`config.mk`:
```
export PLATFORM = sky130hd
export DESIGN_NAME = exp_golomb_bit_writer_unit
export DESIGN_NICKNAME = d
export VERILOG_FILES = /design/src/egbw_pkg.sv /design/src/egbw_encode.sv /design/src/egbw_pack.sv /design/src/egbw_drain.sv /design/src/exp_golomb_bit_writer_unit.sv
export VERILOG_INCLUDE_DIRS = /design/src /design/src/src
export SDC_FILE = /design/constraint.sdc
export NUM_CORES = 1
export LEC_CHECK = 0
export ABC_AREA = 1
export BUFFER_PORTS_ARGS = -buffer_cell sky130_fd_sc_hd__buf_2
export CAP_MARGIN = 20
export CORE_MARGIN = 2
export CORE_UTILIZATION = 65
export DETAILED_ROUTE_END_ITERATION = 7
export PLACE_DENSITY = 0.84
export SYNTH_ARGS = -nofsm -noshare
export SYNTH_HDL_FRONTEND = slang
export SYNTH_HIERARCHICAL = 1
export SYNTH_SLANG_ARGS = --single-unit
```
`constraint.sdc`:
```
create_clock -name clk -period 11.2 [get_ports clk]
set_input_delay 1.68 -clock clk [delete_from_list [all_inputs] [get_ports clk]]
set_output_delay 1.68 -clock clk [all_outputs]
set_load 0.1 [all_outputs]
```
`src/exp_golomb_bit_writer_unit_assert.svh`:
```
// Assertion macros shared by the Exp-Golomb bit writer modules.
// Included by the modules that carry concurrent checks; depends on nothing.
`ifndef EXP_GOLOMB_BIT_WRITER_UNIT_ASSERT_SVH
`define EXP_GOLOMB_BIT_WRITER_UNIT_ASSERT_SVH

// Same-cycle implication, disabled while reset is active.
`define EGBW_ASSERT_IMP(label, ck, rn, ante, cons, msg) \
    label: assert property (@(posedge ck) disable iff (!rn) (ante) |-> (cons)) \
        else $error(msg);

// Next-cycle implication, disabled while reset is active.
`define EGBW_ASSERT_NXT(label, ck, rn, ante, cons, msg) \
    label: assert property (@(posedge ck) disable iff (!rn) (ante) |=> (cons)) \
        else $error(msg);

`endif

```
`src/egbw_pkg.sv`:
```
// Shared constants and types of the Exp-Golomb bit writer.
// Used by every module of the block; depends on nothing.
package egbw_pkg;

    localparam int VALUE_BITS = 32;
    localparam int BYTE_BITS  = 8;
    localparam int CODE_BITS  = 65;
    localparam int LEN_BITS   = 7;
    localparam int ACC_BITS   = 72;
    localparam int MAX_BYTES  = 9;
    localparam int NBYTE_BITS = 4;
    localparam int RANGE_BITS = 33;
    localparam int COUNT_BITS = 6;
    localparam int KIND_BITS  = 3;
    localparam int IN_TDATA_BITS = 104;

    localparam logic [KIND_BITS-1:0] KIND_FIXED = 3'd0;
    localparam logic [KIND_BITS-1:0] KIND_UVAR  = 3'd1;
    localparam logic [KIND_BITS-1:0] KIND_UE    = 3'd2;
    localparam logic [KIND_BITS-1:0] KIND_SE    = 3'd3;
    localparam logic [KIND_BITS-1:0] KIND_ALIGN = 3'd4;
    localparam logic [KIND_BITS-1:0] KIND_TRAIL = 3'd5;

    typedef enum logic [1:0] {
        OP_BITS,
        OP_ALIGN,
        OP_TRAIL
    } op_t;

    typedef struct packed {
        op_t                 op;
        logic                err;
        logic [CODE_BITS-1:0] code;
        logic [LEN_BITS-1:0]  len;
    } enc_t;

    typedef struct packed {
        logic                  err;
        logic [NBYTE_BITS-1:0] nbytes;
        logic [ACC_BITS-1:0]   data;
    } load_t;

endpackage

```
`src/egbw_encode.sv`:
```
// Input register and code-word builder of the Exp-Golomb bit writer.
// Turns one request into a right-aligned code word and its length; uses egbw_pkg.
module egbw_encode
    import egbw_pkg::*;
(
    input  logic                         clk,
    input  logic                         rst_n,
    input  logic                         in_valid,
    output logic                         in_ready,
    input  logic [KIND_BITS-1:0]         in_kind,
    input  logic [VALUE_BITS-1:0]        in_value,
    input  logic signed [VALUE_BITS-1:0] in_signed_value,
    input  logic [COUNT_BITS-1:0]        in_bit_count,
    input  logic [RANGE_BITS-1:0]        in_range,
    output logic                         out_valid,
    input  logic                         out_ready,
    output enc_t                         out_enc
);

    logic                   v_reg;
    logic [KIND_BITS-1:0]   kind_reg;
    logic [VALUE_BITS-1:0]  value_reg;
    logic [VALUE_BITS-1:0]  svalue_reg;
    logic [COUNT_BITS-1:0]  count_reg;
    logic [RANGE_BITS-1:0]  range_reg;

    logic                   drop;
    logic                   advance;
    logic [RANGE_BITS-1:0]  value_w;
    logic                   too_wide;
    logic                   fixed_err;
    logic                   uvar_err;
    logic                   neg;
    logic [VALUE_BITS-1:0]  mag;
    logic [RANGE_BITS-1:0]  mapped;
    logic [RANGE_BITS-1:0]  ue_x1;
    logic [5:0]             ue_n1;
    logic [LEN_BITS-1:0]    ue_len;
    logic [LEN_BITS-1:0]    uvar_len;

    function automatic logic [5:0] bit_len(input logic [RANGE_BITS-1:0] x);
        logic [5:0] n;
        n = '0;
        for (int i = 0; i < RANGE_BITS; i++)
        begin
            if (x[i])
            begin
                n = 6'(i + 1);
            end
        end
        return n;
    endfunction

    always_comb
    begin
        drop     = !(kind_reg inside {[KIND_FIXED:KIND_TRAIL]});
        advance  = v_reg && (drop || out_ready);
        in_ready = !v_reg || advance;
        out_valid = v_reg && !drop;
    end

    always_ff @(posedge clk or negedge rst_n)
    begin
        if (!rst_n)
        begin
            v_reg <= 1'b0;
        end
        else if (in_valid && in_ready)
        begin
            v_reg <= 1'b1;
        end
        else if (advance)
        begin
            v_reg <= 1'b0;
        end
    end

    always_ff @(posedge clk)
    begin
        if (in_valid && in_ready)
        begin
            kind_reg   <= in_kind;
            value_reg  <= in_value;
            svalue_reg <= in_signed_value;
            count_reg  <= in_bit_count;
            range_reg  <= in_range;
        end
    end

    always_comb
    begin
        value_w   = {1'b0, value_reg};
        too_wide  = (value_w >> VALUE_BITS) != '0;
        fixed_err = (count_reg > COUNT_BITS'(VALUE_BITS)) || ((value_w >> count_reg) != '0)
                    || too_wide;
        uvar_err  = too_wide || ((value_reg != '0) && (value_w >= range_reg));

        // Signed mapping: negative v goes to 2|v|, positive v to 2v - 1.
        neg    = svalue_reg[VALUE_BITS-1];
        mag    = neg ? (~svalue_reg + VALUE_BITS'(1)) : svalue_reg;
        if (neg)
        begin
            mapped = {mag, 1'b0};
        end
        else if (mag != '0)
        begin
            mapped = {mag, 1'b0} - RANGE_BITS'(1);
        end
        else
        begin
            mapped = '0;
        end

        // The ue code word of v is v + 1 written in 2n + 1 bits.
        ue_x1  = ((kind_reg == KIND_SE) ? mapped : value_w) + RANGE_BITS'(1);
        ue_n1  = bit_len(ue_x1);
        ue_len = {ue_n1, 1'b0} - LEN_BITS'(1);

        uvar_len = (range_reg == '0) ? '0 :
                   LEN_BITS'(bit_len(range_reg - RANGE_BITS'(1)));

        out_enc = '{op: OP_ALIGN, err: 1'b0, code: '0, len: '0};
        case (kind_reg)
            KIND_FIXED:
            begin
                out_enc = '{op: OP_BITS, err: fixed_err,
                            code: CODE_BITS'(value_reg), len: LEN_BITS'(count_reg)};
            end
            KIND_UVAR:
            begin
                out_enc = '{op: OP_BITS, err: uvar_err,
                            code: CODE_BITS'(value_reg), len: uvar_len};
            end
            KIND_UE:
            begin
                out_enc = '{op: OP_BITS, err: too_wide, code: CODE_BITS'(ue_x1), len: ue_len};
            end
            KIND_SE:
            begin
                out_enc = '{op: OP_BITS, err: 1'b0, code: CODE_BITS'(ue_x1), len: ue_len};
            end
            KIND_ALIGN:
            begin
                out_enc = '{op: OP_ALIGN, err: 1'b0, code: '0, len: '0};
            end
            KIND_TRAIL:
            begin
                out_enc = '{op: OP_TRAIL, err: 1'b0, code: '0, len: '0};
            end
            default:
            begin
                out_enc = '{op: OP_ALIGN, err: 1'b0, code: '0, len: '0};
            end
        endcase
    end

endmodule

```
`src/egbw_pack.sv`:
```
// Packing stage of the Exp-Golomb bit writer: merges a code word with the pending bits.
// Holds the pending bit state and hands whole bytes to the drain; uses egbw_pkg.
module egbw_pack
    import egbw_pkg::*;
(
    input  logic  clk,
    input  logic  rst_n,
    input  logic  in_valid,
    output logic  in_ready,
    input  enc_t  in_enc,
    output logic  out_valid,
    input  logic  out_ready,
    output load_t out_load
);

    `include "exp_golomb_bit_writer_unit_assert.svh"

    logic                  v_reg;
    enc_t                  enc_reg;
    logic [2:0]            pcnt_reg;
    logic [6:0]            pbits_reg;

    logic [LEN_BITS-1:0]   len;
    logic [ACC_BITS-1:0]   code_w;
    logic [ACC_BITS-1:0]   acc;
    logic [LEN_BITS-1:0]   total;
    logic [NBYTE_BITS-1:0] nbytes;
    logic [2:0]            rem;
    logic [6:0]            new_mask;
    logic [6:0]            cur_mask;
    logic [6:0]            new_pbits;
    logic                  has_out;
    logic                  fire;

    always_comb
    begin
        len    = enc_reg.len;
        code_w = ACC_BITS'(enc_reg.code);
        case (enc_reg.op)
            OP_BITS:
            begin
                len    = enc_reg.len;
                code_w = ACC_BITS'(enc_reg.code);
            end
            OP_ALIGN:
            begin
                len    = LEN_BITS'(3'(3'd0 - pcnt_reg));
                code_w = '0;
            end
            OP_TRAIL:
            begin
                // A one bit followed by zeros always ends on the byte boundary.
                len    = LEN_BITS'(BYTE_BITS) - LEN_BITS'(pcnt_reg);
                code_w = ACC_BITS'(1) << (~pcnt_reg);
            end
            default:
            begin
                len    = '0;
                code_w = '0;
            end
        endcase

        acc       = (ACC_BITS'(pbits_reg) << len) | code_w;
        total     = LEN_BITS'(pcnt_reg) + len;
        nbytes    = total[LEN_BITS-1:3];
        rem       = total[2:0];
        new_mask  = 7'((8'd1 << rem) - 8'd1);
        cur_mask  = 7'((8'd1 << pcnt_reg) - 8'd1);
        new_pbits = acc[6:0] & new_mask;

        has_out   = enc_reg.err || (nbytes != '0);
        out_valid = v_reg && has_out;
        fire      = v_reg && (!has_out || out_ready);
        in_ready  = !v_reg || fire;

        out_load.err    = enc_reg.err;
        out_load.nbytes = enc_reg.err ? NBYTE_BITS'(1) : nbytes;
        out_load.data   = enc_reg.err ? '0 : (acc >> rem);
    end

    always_ff @(posedge clk or negedge rst_n)
    begin
        if (!rst_n)
        begin
            v_reg     <= 1'b0;
            pcnt_reg  <= '0;
            pbits_reg <= '0;
        end
        else
        begin
            if (in_valid && in_ready)
            begin
                v_reg <= 1'b1;
            end
            else if (fire)
            begin
                v_reg <= 1'b0;
            end
            if (fire && !enc_reg.err)
            begin
                pcnt_reg  <= rem;
                pbits_reg <= new_pbits;
            end
        end
    end

    always_ff @(posedge clk)
    begin
        if (in_valid && in_ready)
        begin
            enc_reg <= in_enc;
        end
    end

    `EGBW_ASSERT_NXT(a_err_keeps_state, clk, rst_n, fire && enc_reg.err, (pcnt_reg == $past(pcnt_reg)) && (pbits_reg == $past(pbits_reg)), "Rejected request changed the pending bits.")
    `EGBW_ASSERT_IMP(a_load_size, clk, rst_n, out_valid, (out_load.nbytes != '0) && (out_load.nbytes <= NBYTE_BITS'(MAX_BYTES)), "Byte count handed to the drain is out of range.")
    `EGBW_ASSERT_IMP(a_pending_clean, clk, rst_n, 1'b1, (pbits_reg & ~cur_mask) == '0, "Pending bits hold ones above the pending count.")

endmodule

```
`src/egbw_drain.sv`:
```
// Output register of the Exp-Golomb bit writer: sends the bytes of one request in order.
// Loaded from the packing stage; uses egbw_pkg.
module egbw_drain
    import egbw_pkg::*;
(
    input  logic                 clk,
    input  logic                 rst_n,
    input  logic                 in_valid,
    output logic                 in_ready,
    input  load_t                in_load,
    output logic                 out_valid,
    input  logic                 out_ready,
    output logic [BYTE_BITS-1:0] out_data,
    output logic                 out_last,
    output logic                 out_error
);

    `include "exp_golomb_bit_writer_unit_assert.svh"

    logic [NBYTE_BITS-1:0] cnt_reg;
    logic                  err_reg;
    logic [BYTE_BITS-1:0]  byte_reg [MAX_BYTES];
    logic [NBYTE_BITS-1:0] idx;

    always_comb
    begin
        in_ready  = (cnt_reg == '0) || ((cnt_reg == NBYTE_BITS'(1)) && out_ready);
        out_valid = cnt_reg != '0;
        out_last  = cnt_reg == NBYTE_BITS'(1);
        out_error = err_reg;
        idx       = cnt_reg - NBYTE_BITS'(1);
        out_data  = (idx < NBYTE_BITS'(MAX_BYTES)) ? byte_reg[idx] : '0;
    end

    always_ff @(posedge clk or negedge rst_n)
    begin
        if (!rst_n)
        begin
            cnt_reg <= '0;
        end
        else if (in_valid && in_ready)
        begin
            cnt_reg <= in_load.nbytes;
        end
        else if (out_valid && out_ready)
        begin
            cnt_reg <= cnt_reg - NBYTE_BITS'(1);
        end
    end

    always_ff @(posedge clk)
    begin
        if (in_valid && in_ready)
        begin
            err_reg <= in_load.err;
            for (int i = 0; i < MAX_BYTES; i++)
            begin
                byte_reg[i] <= in_load.data[i*BYTE_BITS +: BYTE_BITS];
            end
        end
    end

    `EGBW_ASSERT_IMP(a_err_single, clk, rst_n, out_valid && out_error, out_last && (out_data == '0), "Error result is not a single zero byte.")
    `EGBW_ASSERT_NXT(a_count_down, clk, rst_n, out_valid && out_ready && (cnt_reg > NBYTE_BITS'(1)), cnt_reg == $past(cnt_reg) - NBYTE_BITS'(1), "Byte count did not step down after a taken byte.")

endmodule

```
`src/exp_golomb_bit_writer_unit.sv`:
```
// Top level of the Exp-Golomb bit writer.
// Instantiates egbw_encode, egbw_pack and egbw_drain; uses egbw_pkg.
//
// Each request on the s_axis channel writes one syntax element: fixed bits, a
// ranged unsigned field, a ue or se Exp-Golomb code, a byte alignment or RBSP
// trailing bits. The bits are packed MSB first and every completed byte leaves
// on the m_axis channel, first written bit in bit 7, with tlast on the final
// byte of the request. A request that fails its range check yields one zero
// byte with tuser and tlast set and leaves the pending bits untouched; a
// request that completes no byte yields nothing.
// Each request passes the encode and pack registers before its first byte is
// offered from the drain register.
// A new request can be accepted every cycle while each one yields at most one
// byte and tready stays high; a request yielding k bytes holds the byte-wide
// output register until they have all left, up to nine for the longest codes.
// Reset clears the pending bits and empties all stages. When the receiver
// stalls, the output byte holds and the stages behind it fill, after which
// s_axis_tready drops.
module exp_golomb_bit_writer_unit
    import egbw_pkg::*;
(
    input  logic                     clk,
    input  logic                     rst_n,
    input  logic                     s_axis_tvalid,
    output logic                     s_axis_tready,
    // value, signed_value, bit_count, range, zero pad (lowest bit first)
    input  logic [IN_TDATA_BITS-1:0] s_axis_tdata,
    // kind
    input  logic [KIND_BITS-1:0]     s_axis_tuser,
    output logic                     m_axis_tvalid,
    input  logic                     m_axis_tready,
    // out_byte
    output logic [BYTE_BITS-1:0]     m_axis_tdata,
    output logic                     m_axis_tlast,
    // error
    output logic                     m_axis_tuser
);

    logic  enc_valid;
    logic  enc_ready;
    enc_t  enc;
    logic  load_valid;
    logic  load_ready;
    load_t load;

    egbw_encode u_encode (
        .clk             (clk),
        .rst_n           (rst_n),
        .in_valid        (s_axis_tvalid),
        .in_ready        (s_axis_tready),
        .in_kind         (s_axis_tuser),
        .in_value        (s_axis_tdata[31:0]),
        .in_signed_value (s_axis_tdata[63:32]),
        .in_bit_count    (s_axis_tdata[69:64]),
        .in_range        (s_axis_tdata[102:70]),
        .out_valid       (enc_valid),
        .out_ready       (enc_ready),
        .out_enc         (enc)
    );

    egbw_pack u_pack (
        .clk       (clk),
        .rst_n     (rst_n),
        .in_valid  (enc_valid),
        .in_ready  (enc_ready),
        .in_enc    (enc),
        .out_valid (load_valid),
        .out_ready (load_ready),
        .out_load  (load)
    );

    egbw_drain u_drain (
        .clk       (clk),
        .rst_n     (rst_n),
        .in_valid  (load_valid),
        .in_ready  (load_ready),
        .in_load   (load),
        .out_valid (m_axis_tvalid),
        .out_ready (m_axis_tready),
        .out_data  (m_axis_tdata),
        .out_last  (m_axis_tlast),
        .out_error (m_axis_tuser)
    );

endmodule
```
==> parameters.txt <==
Parameter                              Value

Placement
  Number of placed cells counting well taps ... between 3,000 and 4,000
  I/O Buffers ... 121
  Dpl ws ... 4.972 ns
  Weighted congestion reported at the end of routability-driven placement ... ~1.0
  Total half-perimeter wirelength after legalization and detailed placement ... about 47 mm

Routing
  Routed WL per cell ... ~19 um
  Initial drt markers ... 1,976
  Number of optimization iterations in the first detailed-route pass ... 8
  Total via count in the routed design ... 20,810
  Final ANT Viol Nets ... 0
  Via density per instance ... slightly above 6
  Routed wire length ... ~64 mm
  Remaining design rule violation count ... 3

Worst setup path
  Worst R2R Path Depth ... 39
  Crit. End Element ... output pin
  Sort of element at the start of the critical path ... flip-flop
  Register-to-register setup slack ... 4.86 ns
  Worst path most repeated cell ... sky130_fd_sc_hd__nand2_1
  Arr. time, crit path ... around 5.2 ns
  Crit path cell chain ... nor2_4 -> buf_4 -> nor2_1 -> nand2_1 -> nand2_1 -> ha_1 -> inv_1 -> o21ai_0 -> nand2_1 -> xor2_1 -> nor2_2 -> a21boi_1 -> nand2_1 -> inv_1 -> nand2_1 -> buf_2
  Cell count along the critical path ... 16
  WP buf/inv ... 4
  Crit path max fanout ... 70
  Data required time at the worst endpoint ... 9.52 ns
  Worst reg2reg path startpoint ... u_encode/svalue_reg[31]$_DFFE_PP_
  Kind of cell adding the most delay to the critical path ... simple AND/OR/NAND/NOR gates
  Start point of the critical path ... u_pack/enc_reg[73]$_DFFE_PP_
  FF-to-FF End ... u_pack/enc_reg[6]$_DFFE_PP_
  Delay of the slowest cell on the worst path ... roughly 0.6 ns
  CP max-delay cell ... sky130_fd_sc_hd__buf_4
  Critical Setup Path Class ... reg2out
  Critical path capture point ... s_axis_tready

Timing
  Max-slew violation count ... 0
  Fin crit share ... roughly 62%
  Unrepaired setup endpoints after global routing ... false
  Final hold vios ... 0
  Fmax ... about 140 MHz
  Total setup violations reported at the end of the flow ... 0
  Fin Clk Skew ... 0.01985 ns
  Transition time at the pin with the least slew margin ... between 1 and 1.5 ns
  Post-layout worst setup margin ... 4.293 ns
  Worst relative slew slack ... 27.13%
  Minimum clock period after layout ... 6.907 ns
  Setup TNS ... 0 ns
  Worst-case hold slack ... 0.4954 ns

Power
  Switching power ... ~4.4 mW
  Part of the power in combinational logic ... 65.2%
  Power density over the cells ... 346.5 nW/um^2
  P_int ... 3.467 mW
  Leak pwr ... 10.28 nW
  Fraction of power spent switching nets ... 56.17%
  Relative contribution of sequential cells to total power ... 22.8%
  Worst-case vdd ir drop ... 0.3319 mV
  Clock network fraction of total power ... between 10% and 20%
  Power consumption ... 7.911 mW

Synthesis
  Share of synthesized flip-flops with an asynchronous set or reset ... 5.926%
  Average footprint of a synthesized cell ... approximately 7.3 um^2
  Largest area contributor in the synthesized netlist ... sky130_fd_sc_hd__edfxtp_1
  Number of enable flip-flop cells after synthesis ... 254
  Synthesized netlist cell count ... 2,906
  Most frequent cells after synthesis ... sky130_fd_sc_hd__nand2_1, sky130_fd_sc_hd__nand3_1, sky130_fd_sc_hd__edfxtp_1
  Cell area after synthesis ... 21,260 um^2
  Ranking of synthesized cells by area ... sky130_fd_sc_hd__edfxtp_1, sky130_fd_sc_hd__nand2_1, sky130_fd_sc_hd__nand3_1
  Number of distinct library cells after synthesis ... 75
  Leading register cell type out of synthesis ... sky130_fd_sc_hd__edfxtp_1
  Most common cell in the synthesized netlist ... sky130_fd_sc_hd__nand2_1
  Post-synthesis register bit count ... 270
  Portion of the post-synthesis area used by sequential elements ... a little under two fifths
  Count of synthesis-stage warnings from yosys ... 6
  Fraction of synthesized cell area taken by the top area cell type ... 35.87%

Clock tree
  TritonCTS clock tree ... yes
  Max Root-Sink Buffers ... 3
  Number of setup buffers added after CTS ... 0
  Worst-Skew Late Latency ... slightly below 0.6 ns
  Clock buffers created by TritonCTS ... 28
  H-tree lvl count ... 1
  Count of hold buffers inserted by post-cts repair ... 0
  Post-cts gate resize count ... 0
  Root buffer selected by CTS ... sky130_fd_sc_hd__clkbuf_16
  Clock sink count ... 270
  Clock transition time at the flip-flop clock pins of the worst setup and hold paths ... 0.06 ns

Finish
  Flip-flop count of the largest register after layout ... 74
  ANT cells ... 0
  Fraction of layout cells with a size suffix above 1 ... 12.18%
  Area Growth Syn to Fin ... 7.361%
  Non-filler instance count after layout ... 3,423
  Net total in the final layout ... 3,126

Hold path
  Start point of the worst hold path ... u_pack/pbits_reg[0]$_DFFE_PN0P_
  Worst min-delay path class ... reg2reg

Global routing
  Initial antenna violation count ... 0
  Largest net degree at the start of global routing ... 76
  Number of global-route vias before repair ... 19,300
  Overall global routing resource usage ... 37.00%
  Global-route wire length before repair ... 99.00 mm
  Overflow left after global routing ... 0

Floorplanning
  Starting density of the core ... 65.69%
  Die width ... 184.9 um
  Die outline height ... 184.9 um
  Core Region ... ~32,000 um^2
  Row count ... 66
  I/O pins ... 123
  Full die area ... 34,180 um^2

Outcome
  Failing checks ... DRC
  Status ... complete, but fails checks

Job
  Number of max-cap violations ... 0
[per-layer routing]
metal / GRT usage (%) / part of all wire, % / vias up
met3: 5.132 / 8.1 / 249
met2: 62.58 / 47 / 1099
met5: 0 / 0 / -
met4: 24.10 / 7.1 / 0
met1: 44.28 / 38 / 9559
li1: - / - / 9898
[power groups by stage]
stage	clock [mW]	combinational, mW	sequential (mW)
2_1_floorplan	0	3.79	1.78
5_1_grt	0.986	5.64	1.84
3_3_place_gp	0	4.86	1.81
4_1_cts	0.956	4.98	1.80
3_5_place_dp	0	4.95	1.82
6_report	0.945	5.16	1.81
[cell type report]
class / instances / area, um^2
repair buffers: 139 / 740.7
flip-flops and latches: 270 / 8028
inverters: 296 / 1121
multi-input cells: 2225 / 11460
fillers: 2632 / 9542
clock inverters: 18 / 207.7
clock buffers: 33 / 719.4
well taps: 442 / 553.0
[cells in the final DEF, fill, tap and decap left out, types with 16 or more instances in the layout]
master,n
sky130_fd_sc_hd__o22ai_1,41
sky130_fd_sc_hd__edfxtp_1,254
sky130_fd_sc_hd__o21ai_1,39
sky130_fd_sc_hd__inv_1,248
sky130_fd_sc_hd__conb_1,32
sky130_fd_sc_hd__buf_4,18
sky130_fd_sc_hd__clkbuf_16,28
sky130_fd_sc_hd__nand2_2,26
sky130_fd_sc_hd__nor3_1,21
sky130_fd_sc_hd__ha_1,53
sky130_fd_sc_hd__nor2_2,29
sky130_fd_sc_hd__a21oi_1,41
sky130_fd_sc_hd__dfrtp_1,16
sky130_fd_sc_hd__nand3_1,483
sky130_fd_sc_hd__nor2_1,162
sky130_fd_sc_hd__nand4_1,87
sky130_fd_sc_hd__inv_2,41
sky130_fd_sc_hd__nand2_1,878
sky130_fd_sc_hd__buf_2,121
sky130_fd_sc_hd__xor2_1,58
sky130_fd_sc_hd__o21ai_0,84
sky130_fd_sc_hd__nand3_2,16
[worst min path at each step]
stage / end / cells after the start
floorplan: u_pack/pbits_reg[0]$_DFFE_PN0P_ / 2
global placement: u_pack/pbits_reg[0]$_DFFE_PN0P_ / 2
detailed placement: u_pack/pbits_reg[0]$_DFFE_PN0P_ / 2
CTS: u_pack/pbits_reg[0]$_DFFE_PN0P_ / 2
global route: u_pack/pbits_reg[0]$_DFFE_PN0P_ / 2
finish: u_pack/pbits_reg[0]$_DFFE_PN0P_ / 2
[per-stage QoR]
stage | util [%] | area [um^2]
2_1_floorplan | - | 21380
6_report | 70.52 | 22830
3_5_place_dp | 67.66 | 21900
5_1_grt | 70.52 | 22830
3_3_place_gp | 67.66 | 21900
4_1_cts | 70.52 | 22830
[cells by family (layout without fill, tap and decap cells)]
logic type	after synthesis	count (layout)	synth area share, %
AOI/OAI and AO/OA	284	284	8.156
xor gates and xnor gates	74	74	3.119
adders and majority gates	55	55	3.272
buffers and inverters	442	486	9.009
DFF	270	270	37.75
muxes	6	6	0.2824
other	1	32	0.01764
and+or+nand+nor	1774	1774	38.39
[worst reg2reg max path, delay by kind of cell (launching register included)]
kind,cells,cell delay (ns)
AOI/OAI and AO/OA,1,0.15
and+or+nand+nor,32,4.25
DFF,1,0.32
adders and majority gates,1,0.18
buffers and inverters,4,0.94
xor gates and xnor gates,1,0.28
Note: power is estimated with default switching activity, not from simulation.
